File: config.mk
export PLATFORM = sky130hd
export DESIGN_NAME = band_filter_selector_top
export DESIGN_NICKNAME = d
export VERILOG_FILES = /design/src/bfs_pkg.sv /design/src/bfs_bandpass.sv /design/src/bfs_lowpass.sv /design/src/band_filter_selector_top.sv
export SDC_FILE = /design/constraint.sdc
export NUM_CORES = 1
export LEC_CHECK = 0
export BUFFER_PORTS_ARGS = -buffer_cell sky130_fd_sc_hd__buf_2
export CORE_AREA = 2 2 109 111
export CTS_BUF_LIST = sky130_fd_sc_hd__clkbuf_4 sky130_fd_sc_hd__clkbuf_8
export DETAILED_ROUTE_END_ITERATION = 7
export DIE_AREA = 0 0 111 113
export PLACE_DENSITY = 0.89
export SLEW_MARGIN = 20
export SYNTH_ARGS = -nofsm -noshare
export SYNTH_HDL_FRONTEND = slang
export SYNTH_SLANG_ARGS = --single-unit
File: constraint.sdc
create_clock -name clk -period 10.4 [get_ports clk]
set_input_delay 1.56 -clock clk [delete_from_list [all_inputs] [get_ports clk]]
set_output_delay 1.56 -clock clk [all_outputs]
set_load 0.05 [all_outputs]
File: src/bfs_pkg.sv
`timescale 1ns / 1ps
`default_nettype none
// ----------------------------------------------------------------------------
// bfs_pkg
// Shared types, filter range tables and constants for the band filter selector.
// ----------------------------------------------------------------------------
package bfs_pkg;

  localparam int BP_ENTRIES = 11;
  localparam int LP_ENTRIES = 7;
  localparam int BP_IDX_W   = $clog2(BP_ENTRIES);
  localparam int LP_IDX_W   = $clog2(LP_ENTRIES);

  localparam int FREQ_W    = 16;
  localparam int BP_CODE_W = 12;
  localparam int LP_CODE_W = 7;

  localparam logic [BP_CODE_W-1:0] BYPASS_CODE = 12'b1000_0000_0000;
  localparam logic [FREQ_W-1:0]    TOP_KHZ     = 16'd65535;

  localparam int IN_DATA_W  = 32;
  localparam int OUT_DATA_W = 56;

  typedef struct packed {
    logic [FREQ_W-1:0]    lo;
    logic [FREQ_W-1:0]    hi;
    logic [BP_CODE_W-1:0] code;
  } bp_entry_t;

  typedef struct packed {
    logic [FREQ_W-1:0]    lo;
    logic [FREQ_W-1:0]    hi;
    logic [LP_CODE_W-1:0] code;
  } lp_entry_t;

  typedef struct packed {
    logic [BP_CODE_W-1:0] code;
    logic [FREQ_W-1:0]    lo;
    logic [FREQ_W-1:0]    hi;
  } bp_result_t;

  typedef struct packed {
    logic [LP_CODE_W-1:0] code;
    logic                 found;
  } lp_result_t;

  function automatic bp_entry_t bp_entry(input logic [BP_IDX_W-1:0] idx);
    bp_entry_t e;
    case (idx)
      4'd0:    e = '{16'd1750,  16'd2050,  12'h001};
      4'd1:    e = '{16'd3450,  16'd3850,  12'h002};
      4'd2:    e = '{16'd5200,  16'd5600,  12'h004};
      4'd3:    e = '{16'd6950,  16'd7250,  12'h008};
      4'd4:    e = '{16'd10000, 16'd10200, 12'h010};
      4'd5:    e = '{16'd13950, 16'd14400, 12'h020};
      4'd6:    e = '{16'd18000, 16'd18200, 12'h040};
      4'd7:    e = '{16'd20950, 16'd21500, 12'h080};
      4'd8:    e = '{16'd24800, 16'd25000, 12'h100};
      4'd9:    e = '{16'd27950, 16'd29750, 12'h200};
      4'd10:   e = '{16'd49500, 16'd52500, 12'h400};
      default: e = '0;
    endcase
    return e;
  endfunction

  function automatic lp_entry_t lp_entry(input logic [LP_IDX_W-1:0] idx);
    lp_entry_t e;
    case (idx)
      3'd0:    e = '{16'd0,     16'd2050,  7'h01};
      3'd1:    e = '{16'd2051,  16'd3850,  7'h02};
      3'd2:    e = '{16'd3851,  16'd7250,  7'h04};
      3'd3:    e = '{16'd7251,  16'd14400, 7'h08};
      3'd4:    e = '{16'd14401, 16'd21500, 7'h10};
      3'd5:    e = '{16'd21501, 16'd29750, 7'h20};
      3'd6:    e = '{16'd29751, 16'd52500, 7'h40};
      default: e = '0;
    endcase
    return e;
  endfunction

endpackage
`default_nettype wire

File: src/bfs_bandpass.sv
`timescale 1ns / 1ps
`default_nettype none
// ----------------------------------------------------------------------------
// bfs_bandpass
// Range lookup of the receive frequency in the bandpass table, with bypass
// and gap limits outside the table entries.
// ----------------------------------------------------------------------------
module bfs_bandpass (
  input  wire logic [bfs_pkg::FREQ_W-1:0] freq,
  output bfs_pkg::bp_result_t             result
);
  import bfs_pkg::*;

  logic [BP_IDX_W-1:0] sel;
  bp_entry_t           first_e;
  bp_entry_t           last_e;
  bp_entry_t           sel_e;
  bp_entry_t           prev_e;

  always_comb begin
    sel = BP_IDX_W'(BP_ENTRIES - 1);
    for (int i = BP_ENTRIES - 1; i >= 0; i--) begin
      if (bp_entry(BP_IDX_W'(i)).hi >= freq) begin
        sel = BP_IDX_W'(i);
      end
    end
  end

  always_comb begin
    first_e = bp_entry('0);
    last_e  = bp_entry(BP_IDX_W'(BP_ENTRIES - 1));
    sel_e   = bp_entry(sel);
    prev_e  = bp_entry(sel - BP_IDX_W'(1));
    result  = '{BYPASS_CODE, '0, TOP_KHZ};
    if (freq < first_e.lo) begin
      result.hi = first_e.lo;
    end else if (freq > last_e.hi) begin
      result.lo = last_e.hi;
    end else if (freq >= sel_e.lo) begin
      result = '{sel_e.code, sel_e.lo, sel_e.hi};
    end else begin
      result.lo = (sel != '0) ? prev_e.hi + FREQ_W'(1) : '0;
      result.hi = sel_e.lo - FREQ_W'(1);
    end
  end

endmodule
`default_nettype wire

File: src/bfs_lowpass.sv
`timescale 1ns / 1ps
`default_nettype none
// ----------------------------------------------------------------------------
// bfs_lowpass
// Lowpass filter selection with a cached range; searches the table only when
// the transmit frequency leaves the range of the last filter found.
// ----------------------------------------------------------------------------
module bfs_lowpass (
  input  wire logic                       clk,
  input  wire logic                       rst_n,
  input  wire logic                       advance,
  input  wire logic [bfs_pkg::FREQ_W-1:0] freq,
  output bfs_pkg::lp_result_t             result
);
  import bfs_pkg::*;

  logic [FREQ_W-1:0]    range_lo_r, range_lo_nxt;
  logic [FREQ_W-1:0]    range_hi_r, range_hi_nxt;
  logic                 found_r, found_nxt;
  logic [LP_CODE_W-1:0] code_r, code_nxt;

  logic [LP_IDX_W-1:0]  sel;
  logic                 hit;
  lp_entry_t            sel_e;

  always_comb begin
    sel = '0;
    hit = 1'b0;
    for (int i = LP_ENTRIES - 1; i >= 0; i--) begin
      if (lp_entry(LP_IDX_W'(i)).hi >= freq) begin
        sel = LP_IDX_W'(i);
        hit = 1'b1;
      end
    end
  end

  always_comb begin
    sel_e        = lp_entry(sel);
    range_lo_nxt = range_lo_r;
    range_hi_nxt = range_hi_r;
    found_nxt    = found_r;
    code_nxt     = code_r;
    if (freq < range_lo_r || freq > range_hi_r) begin
      if (hit) begin
        range_lo_nxt = sel_e.lo;
        range_hi_nxt = sel_e.hi;
        found_nxt    = 1'b1;
        code_nxt     = sel_e.code;
      end else begin
        found_nxt = 1'b0;
      end
    end
  end

  always_ff @(posedge clk) begin
    if (!rst_n) begin
      range_lo_r <= '0;
      range_hi_r <= '0;
      found_r    <= 1'b0;
      code_r     <= '0;
    end else if (advance) begin
      range_lo_r <= range_lo_nxt;
      range_hi_r <= range_hi_nxt;
      found_r    <= found_nxt;
      code_r     <= code_nxt;
    end
  end

  assign result = '{code_nxt, found_nxt};

endmodule
`default_nettype wire

File: src/band_filter_selector_top.sv
`timescale 1ns / 1ps
`default_nettype none
// ----------------------------------------------------------------------------
// band_filter_selector_top
// Pipeline: input register, then result register; an output stall holds both.
// Throughput: one item per cycle when the output does not stall; table
//   compares run in parallel in one stage.
// Reset: synchronous, active low; clears both stage valids and the cached
//   lowpass range, code and found flag.
// ----------------------------------------------------------------------------
module band_filter_selector_top (
  input  wire logic                           clk,
  input  wire logic                           rst_n,
  input  wire logic                           in_tvalid,
  output logic                                in_tready,
  // [15:0] rx_freq_khz, [31:16] tx_freq_khz
  input  wire logic [bfs_pkg::IN_DATA_W-1:0]  in_tdata,
  output logic                                out_tvalid,
  input  wire logic                           out_tready,
  // [11:0] rx_filter_code, [27:12] rx_band_low, [43:28] rx_band_high,
  // [50:44] tx_filter_code, [51] tx_filter_found, [55:52] zero
  output logic [bfs_pkg::OUT_DATA_W-1:0]      out_tdata
);
  import bfs_pkg::*;

  logic                  in_v_r;
  logic [FREQ_W-1:0]     rx_r;
  logic [FREQ_W-1:0]     tx_r;
  logic                  out_v_r;
  logic [OUT_DATA_W-1:0] out_data_r;
  logic                  advance;
  bp_result_t            bp_res;
  lp_result_t            lp_res;

  assign advance   = in_v_r && (!out_v_r || out_tready);
  assign in_tready = !in_v_r || advance;

  bfs_bandpass u_bandpass (
    .freq   (rx_r),
    .result (bp_res)
  );

  bfs_lowpass u_lowpass (
    .clk     (clk),
    .rst_n   (rst_n),
    .advance (advance),
    .freq    (tx_r),
    .result  (lp_res)
  );

  always_ff @(posedge clk) begin
    if (!rst_n) begin
      in_v_r <= 1'b0;
    end else if (in_tready) begin
      in_v_r <= in_tvalid;
    end
  end

  always_ff @(posedge clk) begin
    if (in_tready && in_tvalid) begin
      rx_r <= in_tdata[15:0];
      tx_r <= in_tdata[31:16];
    end
  end

  always_ff @(posedge clk) begin
    if (!rst_n) begin
      out_v_r <= 1'b0;
    end else if (advance) begin
      out_v_r <= 1'b1;
    end else if (out_tready) begin
      out_v_r <= 1'b0;
    end
  end

  always_ff @(posedge clk) begin
    if (advance) begin
      out_data_r <= {4'b0000, lp_res.found, lp_res.code, bp_res.hi, bp_res.lo, bp_res.code};
    end
  end

  assign out_tvalid = out_v_r;
  assign out_tdata  = out_data_r;

endmodule
`default_nettype wire
* Word-level counts from Yosys, hierarchy flattened *
Memory sizes are Yosys's and may differ from the RTL's.
Index checks and enable logic that the tools add are counted.

operators by class
  add/sub/neg operators = 3
  order comparisons = 22
  equality and inequality tests = 6
  muxes and demuxes = 35
  bitwise gates (word level) = 1
  reduce and logical (&&, ||, !) cells = 13

operators with widths
  cell                                                           number
  one-hot mux 38 bit (7 select lines)                            1
  >= comparator 15 x 16 -> 1 bit (first input constant)          6
  >= comparator 12 x 16 -> 1 bit (first input constant)          4
  >= comparator 13 x 16 -> 1 bit (first input constant)          3
  >= comparator 14 x 16 -> 1 bit (first input constant)          3
  2-to-1 mux 16 bit                                              3
  2-to-1 mux 32 bit                                              1
  2-to-1 mux 4 bit                                               8
  2-to-1 mux 3 bit                                               7
  adder 16 x 1 -> 16 bit (second input constant)                 1
  >= comparator 16 bit                                           1
  >= comparator 16 bit (first input constant)                    1
  greater-than comparator 16 bit                                 1
  greater-than comparator 16 bit (second input constant)         1
  less-than comparator 16 x 11 -> 1 bit (second input constant)  1
  less-than comparator 16 bit                                    1
  subtractor 16 x 1 -> 16 bit (second input constant)            1
  2-to-1 mux 7 bit                                               2
  2-to-1 mux 1 bit                                               11
  equality test 3 bit (second input constant)                    3
  equality test 3 x 2 -> 1 bit (second input constant)           2
  2-to-1 mux 2 bit                                               2
  nonzero test 4 bit                                             1
  subtractor 4 x 1 -> 4 bit (second input constant)              1
  other kinds (10)                                               14

storage, ports and cells
  register bits after elaboration = 126
  bits in read-only memories = 1,312
  bits of input ports = 36
  output and inout bits = 58
  word-level logic and storage cells = 94
  memories = 2

memories
  name              depth  bits a word  rd ports  clocked after Yosys merged registers in  write ports  RTL line       text
  (name not given)  16     41           1         0                                        0            bfs_pkg.sv:49  case (idx)
  (name not given)  16     41           1         0                                        0            bfs_pkg.sv:49

* Logic depth before layout (Yosys ltp) *
An unclocked memory read counts as a cell.

  depth after elaboration = 17
  mapped depth = 26
  mapped depth without buffers = 22

* Cells and area by module *
A second synthesis with hierarchy kept.

second synthesis, totals
  cells, all modules = 797
  area, all modules = 7,723.7 um^2

modules (own cells, without submodules)
  module                    times used  cells each  area each (um^2)
  band_filter_selector_top  1           98          2,660.1
  bfs_bandpass              1           380         2,532.4
  bfs_lowpass               1           319         2,531.2

* Worst setup path after synthesis *
OpenSTA, ideal clock, no wires.

  path kind = input port to flip-flop
  start point = input port out_tready
  end point = register u_lowpass.range_lo_r[11]
  library setup time = 0.070 ns
  arrival = 5.326 ns
  required time = 10.330 ns
  path slack = 5.004 ns
  cell stages on the path = 6
  path through = nor2b_1 -> nor2b_1 -> o31ai_1 -> clkbuf_2 -> or4_1 -> a21oi_1

between the ends
  cells in the longest elaborated chain, start to end = 3

RTL lines
  item                           RTL line                        text
  start, declared                band_filter_selector_top.sv:19  input wire logic out_tready,
  logical OR 1 bit               band_filter_selector_top.sv:35  assign advance = in_v_r && (!out_v_r || out_tready);
  logical AND 1 bit              band_filter_selector_top.sv:35
  net advance                    band_filter_selector_top.sv:31  logic advance;
  AND reduction 3 bit (no line)  -
  end signal, assigned           bfs_lowpass.sv:62               range_lo_r <= range_lo_nxt;
  end, declared                  bfs_lowpass.sv:17               logic [FREQ_W-1:0] range_lo_r, range_lo_nxt;

The timed path passes the listed nets, and every way through them passes these cells.
A chain may end at the register's enable or synchronous reset.

* Worst setup path after layout *
  start point = register rx_r[9]
  end point = register out_data_r[39] (netlist: out_tdata[39]) (data pin)

between the ends
  cells in the longest elaborated chain, start to end = 15

RTL lines
  item                                                                        RTL line                                text
  start, declared                                                             band_filter_selector_top.sv:27          logic [FREQ_W-1:0] rx_r;
  start signal, assigned                                                      band_filter_selector_top.sv:61          rx_r <= in_tdata[15:0];
  >= comparator 15 x 16 -> 1 bit                                              bfs_bandpass.sv:23                      if (bp_entry(BP_IDX_W'(i)).hi >= freq) begin
  2-to-1 mux 2 bit (2 in a row)                                               bfs_bandpass.sv:23
  2-to-1 mux 4 bit (8 in a row)                                               bfs_bandpass.sv:23
  memory (16 x 41 bit)                                                        -
  subtractor 16 x 1 -> 16 bit / >= comparator 16 bit (equally long branches)  bfs_bandpass.sv:43, bfs_bandpass.sv:39
  2-to-1 mux 32 bit                                                           bfs_bandpass.sv:39                      end else if (freq >= sel_e.lo) begin
  2-to-1 mux 16 bit                                                           bfs_bandpass.sv:37                      end else if (freq > last_e.hi) begin
  end signal, assigned                                                        band_filter_selector_top.sv:78          out_data_r <= {4'b0000, lp_res.found, lp_res.code, bp_res.hi, bp_res.lo, bp_res.code};
  end, declared                                                               band_filter_selector_top.sv:30          logic [OUT_DATA_W-1:0] out_data_r;

Parallel ways exist; a longest one is shown, timed or not.

==> flow_summary_export.csv <==
group,metric,value,unit
run_status,outcome,"finished, final reports clean",
place,gp_congestion,1.04,
grt,antenna_found_initial,0,
yosys,synth_enable_flop_cells,84,
timing,fmax,152,MHz
clock_tree,clk_latency,0.44,ns
clock_tree,clockBufferDepth,2,
clock_tree,cts.reportedPaths.clkPinSlew,0.07,ns
pwr,power_per_cell_area,171,mW/mm^2
yosys,synth.distinct_cells,89,
clock_tree,tritoncts,"done",
pwr,power,1.39,mW
place,numPortBuffers,89,
clock_tree,hold_buffers,0,
pwr,cellInternalPower,0.926,mW
yosys,syn-instance-count,734,
yosys,synth_top_area_cell,"edfxtp_1",
critical_path,critical_path_arrival,6.72,ns
detailed_routing,final_antenna_net_count,0,
floorplanning,floorplan.initialDensity,63.6,%
final_layout,final_nets,902,
detailed_routing,avgRoutedWirePerCell,22.3,um
final_layout,syn_to_final_growth,13.1,%
pwr,clock_power_share,32.4,%
timing,totalNegativeSetupSlack,0,ns
critical_path,timing.critical_path.fanout_max,21,
clock_tree,numCtsBuffers,17,
timing,grt_setup_unrepaired,"no",
floorplanning,die_y,113,um
timing,timing.final.crit_period,6.60,ns
timing,worst_hold_slack,0.464,ns
floorplanning,fp.dieW,111,um
detailed_routing,via_per_inst,6.87,
floorplanning,design.core.area,0.0113,sq mm
floorplanning,die_area,0.0125,sq mm
pwr,net-switching-power,0.461,mW
place,post-dp-hpwl,15700,um
critical_path,data_required_time_at_the_worst_endpoint,10.52,ns
yosys,synth_seq_cells,118,
timing,fin_crit_sh,63.4,%
flow_run,cap_viol_max_count,0,
grt,grt_pass1_wl,33900,um
detailed_routing,drt_pass1_iterations,6,
yosys,yosys_warnings,0,
timing,timing.final.setup_violations,0,
pwr,max-vdd-ir-drop,0.143,mV
yosys,ys_seq_area_share,44.7,%
timing,max-slew-margin-rel,18.7,%
floorplanning,site_rows,39,
clock_tree,htreeDepth,4,
yosys,syn_area_per_cell,9.77,sq um
clock_tree,post_cts_buffers,0,
clock_tree,post_cts_sizing_count,0,
floorplanning,io_pins,94,
clock_tree,clk_sink_count,118,
yosys,synthDominantCellAreaShare,35.2,%
timing,maximum_clock_skew_at_final_layout,0.0100,ns
timing,worst_pin_slew,1.21,ns
timing,setup_slack,3.80,ns
grt,grt_usage,34.7,%
yosys,ys_top_cells_by_area,"edfxtp_1 (35%), ha_1 (9.8%), dfxtp_1 (9.5%), a21oi_1 (4.1%), o21ai_0 (3.7%)",
detailed_routing,vias,6634,
final_layout,highest_count_cells_in_the_layout_ignoring_fill_and_taps,"buf_2 (89), edfxtp_1 (84), a21oi_1 (59), nand2_1 (56), ha_1 (56)",
grt,first_global_vias,6293,
pwr,comb_power_share,26.1,%
place,placement.setup.worst_slack,4.11,ns
critical_path,critPathTopFamily,"compound AO/OA/AOI/OAI gates",
hold_path,hold_path_class,"flip-flop to flip-flop",
grt,grt.overflow.total,0,
grt,grt_max_degree,55,
critical_path,critPathLaunchType,"flip-flop",
timing,finalHoldViolations,0,
detailed_routing,detail_route.iter0.violations,918,
critical_path,critPathBufInv,1,
critical_path,timing_worst_setup_path_type,"flip-flop to flip-flop",
yosys,postSynth.topFlopCell,"edfxtp_1",
final_layout,final_layout_size_suffix_gt1_share,20.5,%
yosys,synthArstFlopShare,0,%
yosys,syn_area,0.00717,sq mm
critical_path,worst_path_largest_cell_delay,0.71,ns
critical_path,cp_cell_sequence,"a2111oi_0 > o21a_1 > o21a_1 > nand2_1 > o21a_1 > ha_1 > mux2_2 > a31oi_1 > ha_1 > nand2_1 > a21oi_1 > o211ai_1 > a31oi_1 > nor2_1 > nor2_1 > inv_1 > nor2_1 > o21ai_0 > a41oi_1",
final_layout,layout_commonest_cell,"buf_2",
critical_path,worstSetupEndpointType,"flip-flop",
pwr,static-leakage-power,3.15,nW
pwr,power_frac_seq,41.5,%
detailed_routing,post-route-drc-count,0,
final_layout,antenna-diode-count,0,
detailed_routing,wirelength,21500,um
clock_tree,clock_tree.root_cell,"clkbuf_8",
pwr,sw_frac_of_total,33.2,%
critical_path,crit_slowest_cell,"ha_1",
timing,timing.final.max_slew_violations,0,
-- area by class of cell --
type	count	area [sq um]
inverter	42	158
tap	143	179
sequential	118	3200
clock inverter	8	121
timing repair buffer	96	498
fill	839	3160
multi-input combinational	535	3650
clock buffer	24	305
-- cells in the mapped netlist, types with 11 or more instances --
cell	number
o211ai_1	12
clkbuf_1	28
nand2_1	56
nor2_1	46
nand3_1	22
o21ai_0	53
edfxtp_1	84
ha_1	56
inv_1	39
a21oi_1	59
a21o_1	11
nor3_1	15
dfxtp_1	34
-- path summary, 6_finish.rpt --
check	start	depth (start not counted)	to	slack, ns
worst max-delay path	rx_r[9]	19	out_tdata[39]	3.80
worst min-delay path	u_lowpass.found_r	2	u_lowpass.found_r	0.46
worst max register to register	rx_r[9]	19	out_tdata[39]	3.80
worst min register to register	u_lowpass.found_r	2	u_lowpass.found_r	0.46
-- logic make-up (layout without fill, tap and decap cells) --
logic type      after synthesis  after routing  synth area share (%)
buf+inv                      84            170                  5.01
mux                          11             11                  1.71
compound gates              248            248                  23.4
simple gates                210            210                  14.7
other cells                   1              4                0.0523
xor+xnor                      6              6                 0.733
fa+ha+maj                    56             56                  9.77
flops                       118            118                  44.7
-- power by group through the flow --
| stage | logic [mW] | clock network (mW) | registers (mW) |
|---|---|---|---|
| floorplan | 0.207 | 0 | 0.628 |
| global placement | 0.345 | 0 | 0.582 |
| detailed placement | 0.351 | 0 | 0.584 |
| CTS | 0.354 | 0.455 | 0.574 |
| global route | 0.387 | 0.475 | 0.578 |
| finish | 0.362 | 0.450 | 0.575 |
-- worst min-delay path, cell delays in order (launching register included) --
cell and delay, ns:
dfxtp_1 0.32, nand2_1 0.05, a21oi_1 0.05
-- flip-flops by register name, summed over array words and instances, names as in the netlist, 7 cells and up --
name,flops
out_tdata,52
u_lowpass.code_r,7
u_lowpass.range_lo_r,11
rx_r,16
tx_r,16
u_lowpass.range_hi_r,13
-- metrics by stage --
| stage | cells | util, % | area [sq um] |
|---|---|---|---|
| 2_1_floorplan | 737 | - | 7180 |
| 3_3_place_gp | 934 | 68.2 | 7680 |
| 3_5_place_dp | 934 | 68.2 | 7680 |
| 4_1_cts | 966 | 72.0 | 8110 |
| 5_1_grt | 966 | 72.0 | 8110 |
| 6_report | 966 | 72.0 | 8110 |
-- layer usage --
metal | wire length [um] | vias up | part of all wire (%) | global-route usage, %
li1 | - | 2949 | - | -
met1 | 8660 | 3095 | 40 | 47.6
met2 | 9390 | 515 | 44 | 52.4
met3 | 2660 | 75 | 12 | 9.59
met4 | 783 | 0 | 3.6 | 14.8
met5 | 0 | - | 0 | 0
Note: power is estimated with default switching activity, not from simulation.
